[config.mk]
export PLATFORM = sky130hd
export DESIGN_NAME = mbct_ctrl
export DESIGN_NICKNAME = d
export VERILOG_FILES = /design/src/rtl/mbct_pkg.sv /design/src/rtl/mbct_ctrl.sv
export SDC_FILE = /design/constraint.sdc
export NUM_CORES = 1
export LEC_CHECK = 0
export BUFFER_PORTS_ARGS = -buffer_cell sky130_fd_sc_hd__buf_2
export CORE_AREA = 4 4 41 43
export CTS_CLUSTER_SIZE = 25
export DETAILED_ROUTE_END_ITERATION = 10
export DIE_AREA = 0 0 45 47
export PLACE_DENSITY = 0.67
export SYNTH_ARGS = -nofsm -noshare
export SYNTH_HDL_FRONTEND = slang
export SYNTH_SLANG_ARGS = --single-unit
[constraint.sdc]
create_clock -name clk -period 1.9 [get_ports clk]
set_clock_uncertainty 0.1 [all_clocks]
set_input_delay 0.095 -clock clk [delete_from_list [all_inputs] [get_ports clk]]
set_output_delay 0.095 -clock clk [all_outputs]
set_load 0.02 [all_outputs]
[src/rtl/mbct_pkg.sv]
// shared types, status codes and constants of the mac byte counter table
// no dependencies
`default_nettype none
package mbct_pkg;

  localparam int TABLE_ENTRIES_DEF = 512;

  localparam int ADDR_W      = 48;
  localparam int LEN_W       = 16;
  localparam int TOTAL_W     = 32;
  localparam int READ_IDX_W  = 9;
  localparam int OUT_IDX_W   = 9;
  localparam int OUT_CNT_W   = 10;
  localparam int STATUS_W    = 3;
  localparam int CFG_IDX_W   = 1;

  localparam logic [ADDR_W-1:0]  ADDR_BCAST = {ADDR_W{1'b1}};
  localparam logic [ADDR_W-1:0]  OUI_MASK   = {{24{1'b1}}, 24'h000000};
  localparam logic [TOTAL_W-1:0] TOTAL_MAX  = {TOTAL_W{1'b1}};

  typedef logic [STATUS_W-1:0] status_t;

  localparam status_t ST_NEW       = 3'd0;
  localparam status_t ST_UPDATED   = 3'd1;
  localparam status_t ST_BROADCAST = 3'd2;
  localparam status_t ST_FULL      = 3'd3;
  localparam status_t ST_READ_OK   = 3'd4;
  localparam status_t ST_BAD_INDEX = 3'd5;

  typedef logic [CFG_IDX_W-1:0] cfg_idx_t;

  localparam cfg_idx_t CFG_COUNT_RECEIVERS = 1'd0;
  localparam cfg_idx_t CFG_VENDOR_PREFIX   = 1'd1;

  typedef struct packed {
    logic    load_item;
    logic    rd_en;
    logic    rd_sel_index;
    logic    scan_clr;
    logic    scan_inc;
    logic    out_load;
    status_t status;
  } dp_cmd_t;

  typedef struct packed {
    logic is_read;
    logic idx_ok;
    logic broadcast;
    logic used_zero;
    logic full;
    logic key_match;
    logic scan_last;
    logic out_free;
  } dp_sts_t;

endpackage
`default_nettype wire

[src/rtl/mbct_ctrl.sv]
// controller: decode, linear key scan and result hand-off
// uses mbct_pkg command and status structs
`default_nettype none
module mbct_ctrl (
  input  wire logic              clk,
  input  wire logic              rst_n,
  input  wire logic              in_valid,
  output logic                   in_stall,
  input  wire mbct_pkg::dp_sts_t sts,
  output mbct_pkg::dp_cmd_t      cmd
);
  import mbct_pkg::*;

  typedef enum logic [3:0] {
    S_IDLE    = 4'b0001,
    S_DECODE  = 4'b0010,
    S_CMP     = 4'b0100,
    S_RESPOND = 4'b1000
  } state_t;

  state_t  state_r, state_nxt;
  status_t res_r, res_nxt;

  always_ff @(posedge clk) begin
    if (!rst_n) begin
      state_r <= S_IDLE;
      res_r   <= ST_NEW;
    end else begin
      state_r <= state_nxt;
      res_r   <= res_nxt;
    end
  end

  assign in_stall = (state_r != S_IDLE);

  always_comb begin
    state_nxt = state_r;
    res_nxt   = res_r;
    cmd       = '0;
    cmd.status = res_r;
    unique case (state_r)
      S_IDLE: begin
        if (in_valid) begin
          cmd.load_item = 1'b1;
          state_nxt     = S_DECODE;
        end
      end
      S_DECODE: begin
        state_nxt = S_RESPOND;
        if (sts.is_read) begin
          if (sts.idx_ok) begin
            cmd.rd_en        = 1'b1;
            cmd.rd_sel_index = 1'b1;
            res_nxt          = ST_READ_OK;
          end else begin
            res_nxt = ST_BAD_INDEX;
          end
        end else if (sts.broadcast) begin
          res_nxt = ST_BROADCAST;
        end else if (sts.used_zero) begin
          res_nxt = ST_NEW;
        end else begin
          cmd.scan_clr = 1'b1;
          cmd.rd_en    = 1'b1;
          state_nxt    = S_CMP;
        end
      end
      S_CMP: begin
        if (sts.key_match) begin
          res_nxt   = ST_UPDATED;
          state_nxt = S_RESPOND;
        end else if (sts.scan_last) begin
          res_nxt   = sts.full ? ST_FULL : ST_NEW;
          state_nxt = S_RESPOND;
        end else begin
          cmd.scan_inc = 1'b1;
          cmd.rd_en    = 1'b1;
        end
      end
      S_RESPOND: begin
        if (sts.out_free) begin
          cmd.out_load = 1'b1;
          state_nxt    = S_IDLE;
        end
      end
      default: begin
        state_nxt = S_IDLE;
      end
    endcase
  end

endmodule
`default_nettype wire

==> results of run 1 <==
layout by cell type, fill, tap and decap left out, types with 2 or more instances in the layout:
| master | netlist | routed |
|---|---|---|
| inv_1 | 3 | 3 |
| o21ai_0 | 2 | 2 |
| nand2_1 | 2 | 2 |
| buf_4 | 1 | 2 |
| dfxtp_1 | 7 | 7 |
| dlygate4sd3_1 | 0 | 2 |
| nand2b_1 | 3 | 3 |
| and2_1 | 2 | 2 |
| a22oi_1 | 2 | 2 |
| buf_2 | 0 | 20 |
| nor3_1 | 2 | 2 |
| clkbuf_4 | 0 | 3 |
| nor2_1 | 4 | 4 |
| and3_1 | 3 | 3 |
| o221a_1 | 2 | 2 |
worst max-delay path, stage by stage (launching register included):
cell	delay (ps)
dfxtp_1	460
or4b_4	530
nor3_1	130
buf_2	180
state kept, by name, indices dropped and copies added, names as in the netlist:
signal	count
state_r	4
res_r	3
Yosys cell counts (all sizes together):
cell type	number	area, sq um
or4b	1	13.8
nand2b	3	18.8
xor2	1	8.76
or3	1	6.26
o21a	1	7.51
o21ai	2	10.0
buf	1	7.51
nor3	2	10.0
nand2	2	7.51
nor2b	1	6.26
a22o	1	8.76
and2	2	12.5
a31oi	1	6.26
and3	3	18.8
o2bb2ai	1	27.5
o221ai	1	8.76
o221a	2	22.5
nand3	1	5.00
dfxtp	7	140
a22oi	2	15.0
nor2	4	15.0
nor4b	3	47.5
and4b	1	10.0
inv	3	11.3
o211a	1	10.0
routing by layer:
metal	GRT usage (%)	vias to the layer above	wire length (um)
met3	4.60	2	57
met2	18.1	18	480
li1	-	236	-
met5	0	-	0
met1	13.7	207	498
met4	5.26	0	10
final timing paths:
check        startpoint  endpoint  slack, ps  cells after the start
max          state_r[2]    cmd[4]        150                      3
min              sts[7]  res_r[2]         40                      3
max reg2reg  state_r[2]  res_r[0]        380                      3
min reg2reg    res_r[2]  res_r[2]        370                      2
stage by stage:
stage               setup slack [ps]  total power [mW]
global route                    55.5             0.413
global placement                 339             0.249
finish                           151             0.384
detailed placement               314             0.249
floorplan                        302             0.218
CTS                             43.5             0.390
kinds of logic after synthesis:
family,Yosys count
AND/OR/NAND/NOR,24
XOR/XNOR,1
flip-flops,7
buffers and inverters,4
AO/OA/AOI/OAI,12
power breakdown:
part	internal [mW]	leakage (nW)	total (mW)	switching, mW
registers	0.155	0.0570	0.167	0.0119
clock network	0.0800	0.0150	0.132	0.0524
logic	0.0418	0.222	0.0853	0.0435
total	0.276	0.294	0.384	0.108
layout make-up:
type                            count  share of cell area [%]
Timing Repair Buffer               24                    21.5
Inverter                            3                    1.79
Sequential cell                     7                    22.3
Clock buffer                        4                    4.18
Multi-Input combinational cell     37                    47.2
Tap cell                           15                    2.99
what timing repair did:
action | in CTS | in global routing
hold buffers | 2 | 0
hold endpoints to repair | 2 | 0
setup endpoints to repair | 0 | 1
gates resized for setup | 0 | 0
setup buffers | 0 | 2
==> reports/results.tsv, run 1 <==
metric	value	unit
status	finished, final reports clean	
drv_slew	0	
hold_violations	0	
placedInstanceArea	567	sq um
worst_hold_slack	43.6	ps
fmax	572	MHz
arrival	1550	ps
finalInstanceArea	628	sq um
synth_nets	59	
first_global_vias	418	
nFillCells	132	
setup_viol	0	
final_util	48.3	%
powerDensity	612	nW/um^2
grt_use_total	11.5	%
worstSetupStartpointType	flip-flop	
crit_required	1700	ps
synth_top_family_by_area	simple AND/OR/NAND/NOR gates	
antenna_found_initial	0	
critPathCaptureType	output pin	
setup_tns	0	ps
fp.dieW	45	um
slew_headroom	73.6	%
numCtsBuffers	3	
yosysWarnings	0	
tightest_slew	391	ps
die_h	47	um
synth_adder_area_share	0	%
path_class	reg -> out	
antennaDiodeCount	0	
finalCriticalPeriod	1750	ps
ios	21	
h-tree-depth	1	
firstDrtPassIters	4	
worstPathMaxFanout	6	
cts-root-buf	clkbuf_4	
grt_start_max_net_pins	9	
ys_types	27	
clk_pin_slew	50	ps
via_per_inst	5.14	
drtAntennaViolNets	0	
post-route-period-util	92.0	%
drcViolationCount	0	
multi_input_area	297	sq um
drive_gt1_share	38.7	%
rsz0062_at_grt	no	
max-vdd-ir-drop	0.392	mV
synthSimpleGateAreaFrac	37.6	%
ys_ff_latch	7	
synthCells	48	
dp.final_hpwl	789	um
syn_to_final_growth	37.9	%
gp_congestion	0.723	
drt_iter0_markers	21	
synth_compound_area_share	25.5	%
cts_tree	built	
die_area	2120	sq um
yosysSeqAreaShare	30.8	%
instances_no_fill	90	
avgSynthCellArea	9.49	sq um
core	1300	sq um
p_leak	0.294	nW
io_buffers	20	
seqCellArea	140	sq um
grt_pass1_wl	1720	um
initial_utilization	35.0	%
maxCapViolCount	0	
wl_per_cell	11.6	um
grt_overflow	0	
cts_buffer_depth	2	
rows	13	
nets	87	
synth_xor_area_share	1.92	%
num_vias	463	
synthesis.area	455	sq um
placed_cells	82	
hold_class	in -> reg	
worstSkewPairLatency	250	ps
cts.sinks	7	
routed_wl	1050	um
synth_mux_area_share	0	%
No activity file was read; power rests on OpenSTA's default activity.
==> run 2, diff against run 1 <==
Settings changed: CELL_PAD_IN_SITES_DETAIL_PLACEMENT from default to 1, CELL_PAD_IN_SITES_GLOBAL_PLACEMENT from default to 1, CORE_AREA 4 4 41 43 to default, CORE_MARGIN from default to 4, CORE_UTILIZATION from default to 31, DIE_AREA 0 0 45 47 to default, PLACE_DENSITY 0.67 to 0.79.
==> run 2 against run 1 <==
Flip-flop and latch count unchanged. Sequential power hardly changed. Non-clock buffer count is 1 lower. Combinational power up 2.8%. Largest power group unchanged.
==> reports/results.tsv, run 2 (same netlist as run 1, synthesis figures left out) <==
metric	value	unit	change
fp.dieW	46.3	um	+3.0%
critPathCaptureType	output pin		
setup_viol	0		unchanged
instances_no_fill	89		-1.1%
total_power	0.395	mW	+2.8%
slew_headroom	72.7	%	-0.86 points
post-route-period-util	92.6	%	+0.54 points
cts-root-buf	clkbuf_4		
h-tree-depth	1		unchanged
top_regs	state_r (4), res_r (3)		
grt_start_max_net_pins	9		unchanged
rsz0062_at_grt	no		
powerDensity	630	nW/um^2	+3.0%
drtAntennaViolNets	0		unchanged
drive_gt1_share	39.2	%	+0.52 points
numCtsBuffers	3		unchanged
final_common_cell	buf_2		
wl_per_cell	14.6	um	+25%
clk_pin_slew	50	ps	about the same
via_per_inst	5.51		+7.0%
initial_utilization	33.7	%	-1.3 points
ios	21		unchanged
pre_cts_ws	273	ps	-41.2 ps
firstDrtPassIters	4		unchanged
worstSkewPairLatency	250	ps	about the same
arrival	1560	ps	about the same
core	1350	sq um	+3.7%
dp.final_hpwl	926	um	+17%
status	finished, final reports clean		
gp_congestion	0.716		-0.89%
routed_wl	1300	um	+24%
worstSetupStartpointType	flip-flop		
max-vdd-ir-drop	0.326	mV	-17%
hold_class	in -> reg		
path_cells	or4b_4 -> nor3_1 -> buf_2		
grt_pass1_wl	2180	um	+27%
cts.sinks	7		unchanged
p_leak	0.290	nW	-1.4%
cts_buffer_depth	2		unchanged
drt_iter0_markers	10		-52%
largest_reg_flops	4		unchanged
maxCapViolCount	0		unchanged
first_global_vias	497		+19%
top_register	state_r		
drv_slew	0		unchanged
nets	86		-1.1%
drcViolationCount	0		unchanged
die_area	2150	sq um	+1.5%
finalCriticalPeriod	1760	ps	+10.2 ps
mostFrequentLayoutCells	buf_2 (20), dfxtp_1 (7), nor2_1 (4)		
io_buffers	20		unchanged
max_stage_delay	580	ps	+50 ps
slowest_stage	or4b_4		
path_class	reg -> out		
rows	13		unchanged
die_h	46.3	um	-1.4%
syn_to_final_growth	37.6	%	
tightest_slew	404	ps	+12.7 ps
antenna_found_initial	0		unchanged
num_vias	490		+5.8%
worstPathMaxFanout	8		+2
antennaDiodeCount	0		unchanged
grt_overflow	0		unchanged
placed_cells	82		unchanged
crit_required	1700	ps	about the same
fmax	569	MHz	-0.58%
final.setup.worst_slack	141	ps	-10.2 ps
hold_violations	0		unchanged
setup_tns	0	ps	unchanged
grt_use_total	14.7	%	+3.2 points
cts_tree	built		
[run 2: cell types whose count changed in the layout (fill, tap and decap cells not counted)]
cell and delta:
nor4b_2 -1, dlygate4sd3_1 -1, nor4b_4 +1
[run 2: power breakdown]
| part | total (mW) | internal, mW | switching (mW) | leakage [nW] |
|---|---|---|---|---|
| clock | 0.139 | 0.0804 | 0.0583 | 0.0150 |
| combinational | 0.0877 | 0.0409 | 0.0468 | 0.218 |
| sequential | 0.169 | 0.154 | 0.0141 | 0.0570 |
[run 2: layout make-up]
cell class,count,area (sq um)
timing repair buffer,23,125
sequential,7,140
tap,15,18.8
multi-input combinational,37,305
fill,172,723
clock buffer,4,26.3
inverter,3,11.3
[run 2: final timing paths]
kind	cells after the start	endpoint	slack, ps	startpoint
max	3	cmd[4]	140	state_r[0]
min	2	state_r[0]	20	rst_n
max reg2reg	4	res_r[1]	380	state_r[1]
min reg2reg	2	res_r[2]	370	res_r[2]
[run 2: worst max-delay path, delay by kind of cell, from the launching register on]
family / cells / cell delay [ps]
buffers and inverters: 1 / 190
DFF: 1 / 400
and+or+nand+nor: 2 / 720
[run 2: metal layers]
| metal | routed length (um) | GRT usage (%) |
|---|---|---|
| met5 | 0 | 0 |
| met4 | 13 | 10.2 |
| met3 | 46 | 2.34 |
| met2 | 626 | 22.5 |
| met1 | 609 | 18.3 |
[run 2: repair_timing]
item | in CTS | in global routing
hold endpoints to repair | 1 | 0
resized for setup | 0 | 1
hold buffers | 1 | 0
buffers inserted | 2 | 0
endpoints found under the setup margin | 1 | 1
[run 2: stage by stage]
step,hold slack (ps),util [%],area [sq um]
detailed placement,254,42.0,567
floorplan,73.6,-,455
CTS,5.50,45.8,618
global placement,254,42.0,567
global route,7.65,46.4,627
finish,16.6,46.4,627
==> run 3, diff against run 2 <==
Settings changed: BUFFER_PORTS_ARGS -buffer_cell sky130_fd_sc_hd__buf_2 to default, CORE_AREA from default to 4 4 41 43, CORE_MARGIN 4 to default, CORE_UTILIZATION 31 to default, DIE_AREA from default to 0 0 45 47, DONT_BUFFER_PORTS from default to 1, PLACE_DENSITY 0.79 to 0.67.
==> run 3 against run 2 <==
Non-clock buffer count down 15. Total power is 3.4% lower. Count of clock-buffer cells in the layout is 1 lower.
==> reports/results.tsv, run 3 (same netlist as run 1, synthesis figures left out) <==
metric	value	unit	change
status	finished, final reports clean		
drt_iter0_markers	2		-8
top_regs	state_r (4), res_r (3)		
setup_tns	0	ps	unchanged
core	1300	sq um	-3.6%
slew_headroom	68.0	%	-4.7 points
max_stage_delay	430	ps	-150 ps
drcViolationCount	0		unchanged
clk_pin_slew	60	ps	about the same
numCtsBuffers	3		unchanged
largest_reg_flops	4		unchanged
tightest_slew	473	ps	+69.4 ps
rsz0062_at_grt	no		
grt_use_total	14.4	%	-0.26 points
worstSkewPairLatency	260	ps	about the same
cts_tree	built		
syn_to_final_growth	24.5	%	
worstPathMaxFanout	8		unchanged
initial_utilization	35.0	%	+1.3 points
grt_pass1_wl	2140	um	-1.9%
cts.sinks	7		unchanged
path_cells	nor4b_4 -> and3_1 -> nand2b_1		
num_vias	427		-13%
first_global_vias	462		-7.0%
path_class	reg -> out		
placed_cells	64		-22%
rows	13		unchanged
drv_slew	0		unchanged
top_register	state_r		
via_per_inst	5.77		+4.8%
wl_per_cell	17.0	um	+16%
hold_violations	0		unchanged
pre_cts_ws	333	ps	+60.2 ps
final.setup.worst_slack	133	ps	-7.73 ps
worstSetupStartpointType	flip-flop		
slowest_stage	nor4b_4		
powerDensity	673	nW/um^2	+6.8%
mostFrequentLayoutCells	dfxtp_1 (7), dlygate4sd3_1 (5), nor2_1 (4)		
placedInstanceArea	482	sq um	-15%
drive_gt1_share	18.6	%	-21 points
crit_required	1700	ps	about the same
io_buffers	0		-100%
grt_overflow	0		unchanged
routed_wl	1260	um	-3.2%
cts_buffer_depth	2		unchanged
h-tree-depth	1		unchanged
drtAntennaViolNets	0		unchanged
setup_viol	0		unchanged
antennaDiodeCount	0		unchanged
die_h	47	um	+1.4%
die_area	2120	sq um	-1.5%
worst_hold_slack	16.1	ps	-0.474 ps
ctsResizeCount	0		unchanged
dp.final_hpwl	960	um	+3.7%
hold_class	in -> reg		
firstDrtPassIters	4		unchanged
ios	21		unchanged
fmax	566	MHz	-0.44%
finalCriticalPeriod	1770	ps	+7.73 ps
gp_congestion	0.781		+9.1%
arrival	1570	ps	about the same
nets	71		-17%
final_common_cell	dfxtp_1		
p_leak	0.222	nW	-23%
max-vdd-ir-drop	0.516	mV	+58%
instances_no_fill	74		-17%
grt_start_max_net_pins	9		unchanged
post-route-period-util	93.0	%	+0.41 points
cts-root-buf	clkbuf_4		
fp.dieW	45	um	-2.9%
maxCapViolCount	0		unchanged
finalInstanceArea	567	sq um	-9.6%
antenna_found_initial	0		unchanged
critPathCaptureType	output pin		
[run 3: repair_timing]
| item | in CTS | in global routing |
|---|---|---|
| hold buffers | 5 | 0 |
| setup buffers | 0 | 1 |
| endpoints found under the setup margin | 0 | 1 |
| endpoints found under the hold margin | 7 | 0 |
[run 3: where the power goes]
group | internal [mW] | total, mW | switching, mW
clock | 0.0776 | 0.145 | 0.0673
combinational | 0.0319 | 0.0663 | 0.0345
sequential | 0.154 | 0.170 | 0.0159
total | 0.264 | 0.381 | 0.118
[run 3: path summary, 6_finish.rpt]
| path | start | to | slack (ps) | depth (start not counted) |
|---|---|---|---|---|
| worst min register to register | res_r[2] | res_r[2] | 510 | 2 |
| worst max register to register | state_r[0] | res_r[1] | 370 | 4 |
| worst min-delay path | sts[6] | res_r[0] | 20 | 2 |
| worst max-delay path | state_r[0] | cmd[7] | 130 | 3 |
[run 3: metal layers]
metal	up-vias	track usage [%]	wire, um
met5	-	0	0
met4	0	8.77	13
met3	2	5.36	94
met2	12	23.7	627
met1	207	15.8	520
li1	206	-	-
[run 3: cell type report]
cell class                      instances  area, sq um
Clock buffer                            3         22.5
Clock inverter                          1         5.00
Fill cell                             164          734
Inverter                                3         11.3
Multi-Input combinational cell         37          297
Sequential cell                         7          140
Tap cell                               15         18.8
Timing Repair Buffer                    8         72.6
[run 3: worst max-delay path: cells and delay by family (launching register included)]
family,cells,cell delay [ps]
AND/OR/NAND/NOR,3,900
flip-flops,1,400
[run 3: through the flow]
| stage | power (mW) | utilization [%] |
|---|---|---|
| global placement | 0.226 | 37.0 |
| detailed placement | 0.228 | 37.0 |
| global route | 0.413 | 43.6 |
| floorplan | 0.218 | - |
| finish | 0.381 | 43.6 |
| CTS | 0.388 | 43.0 |
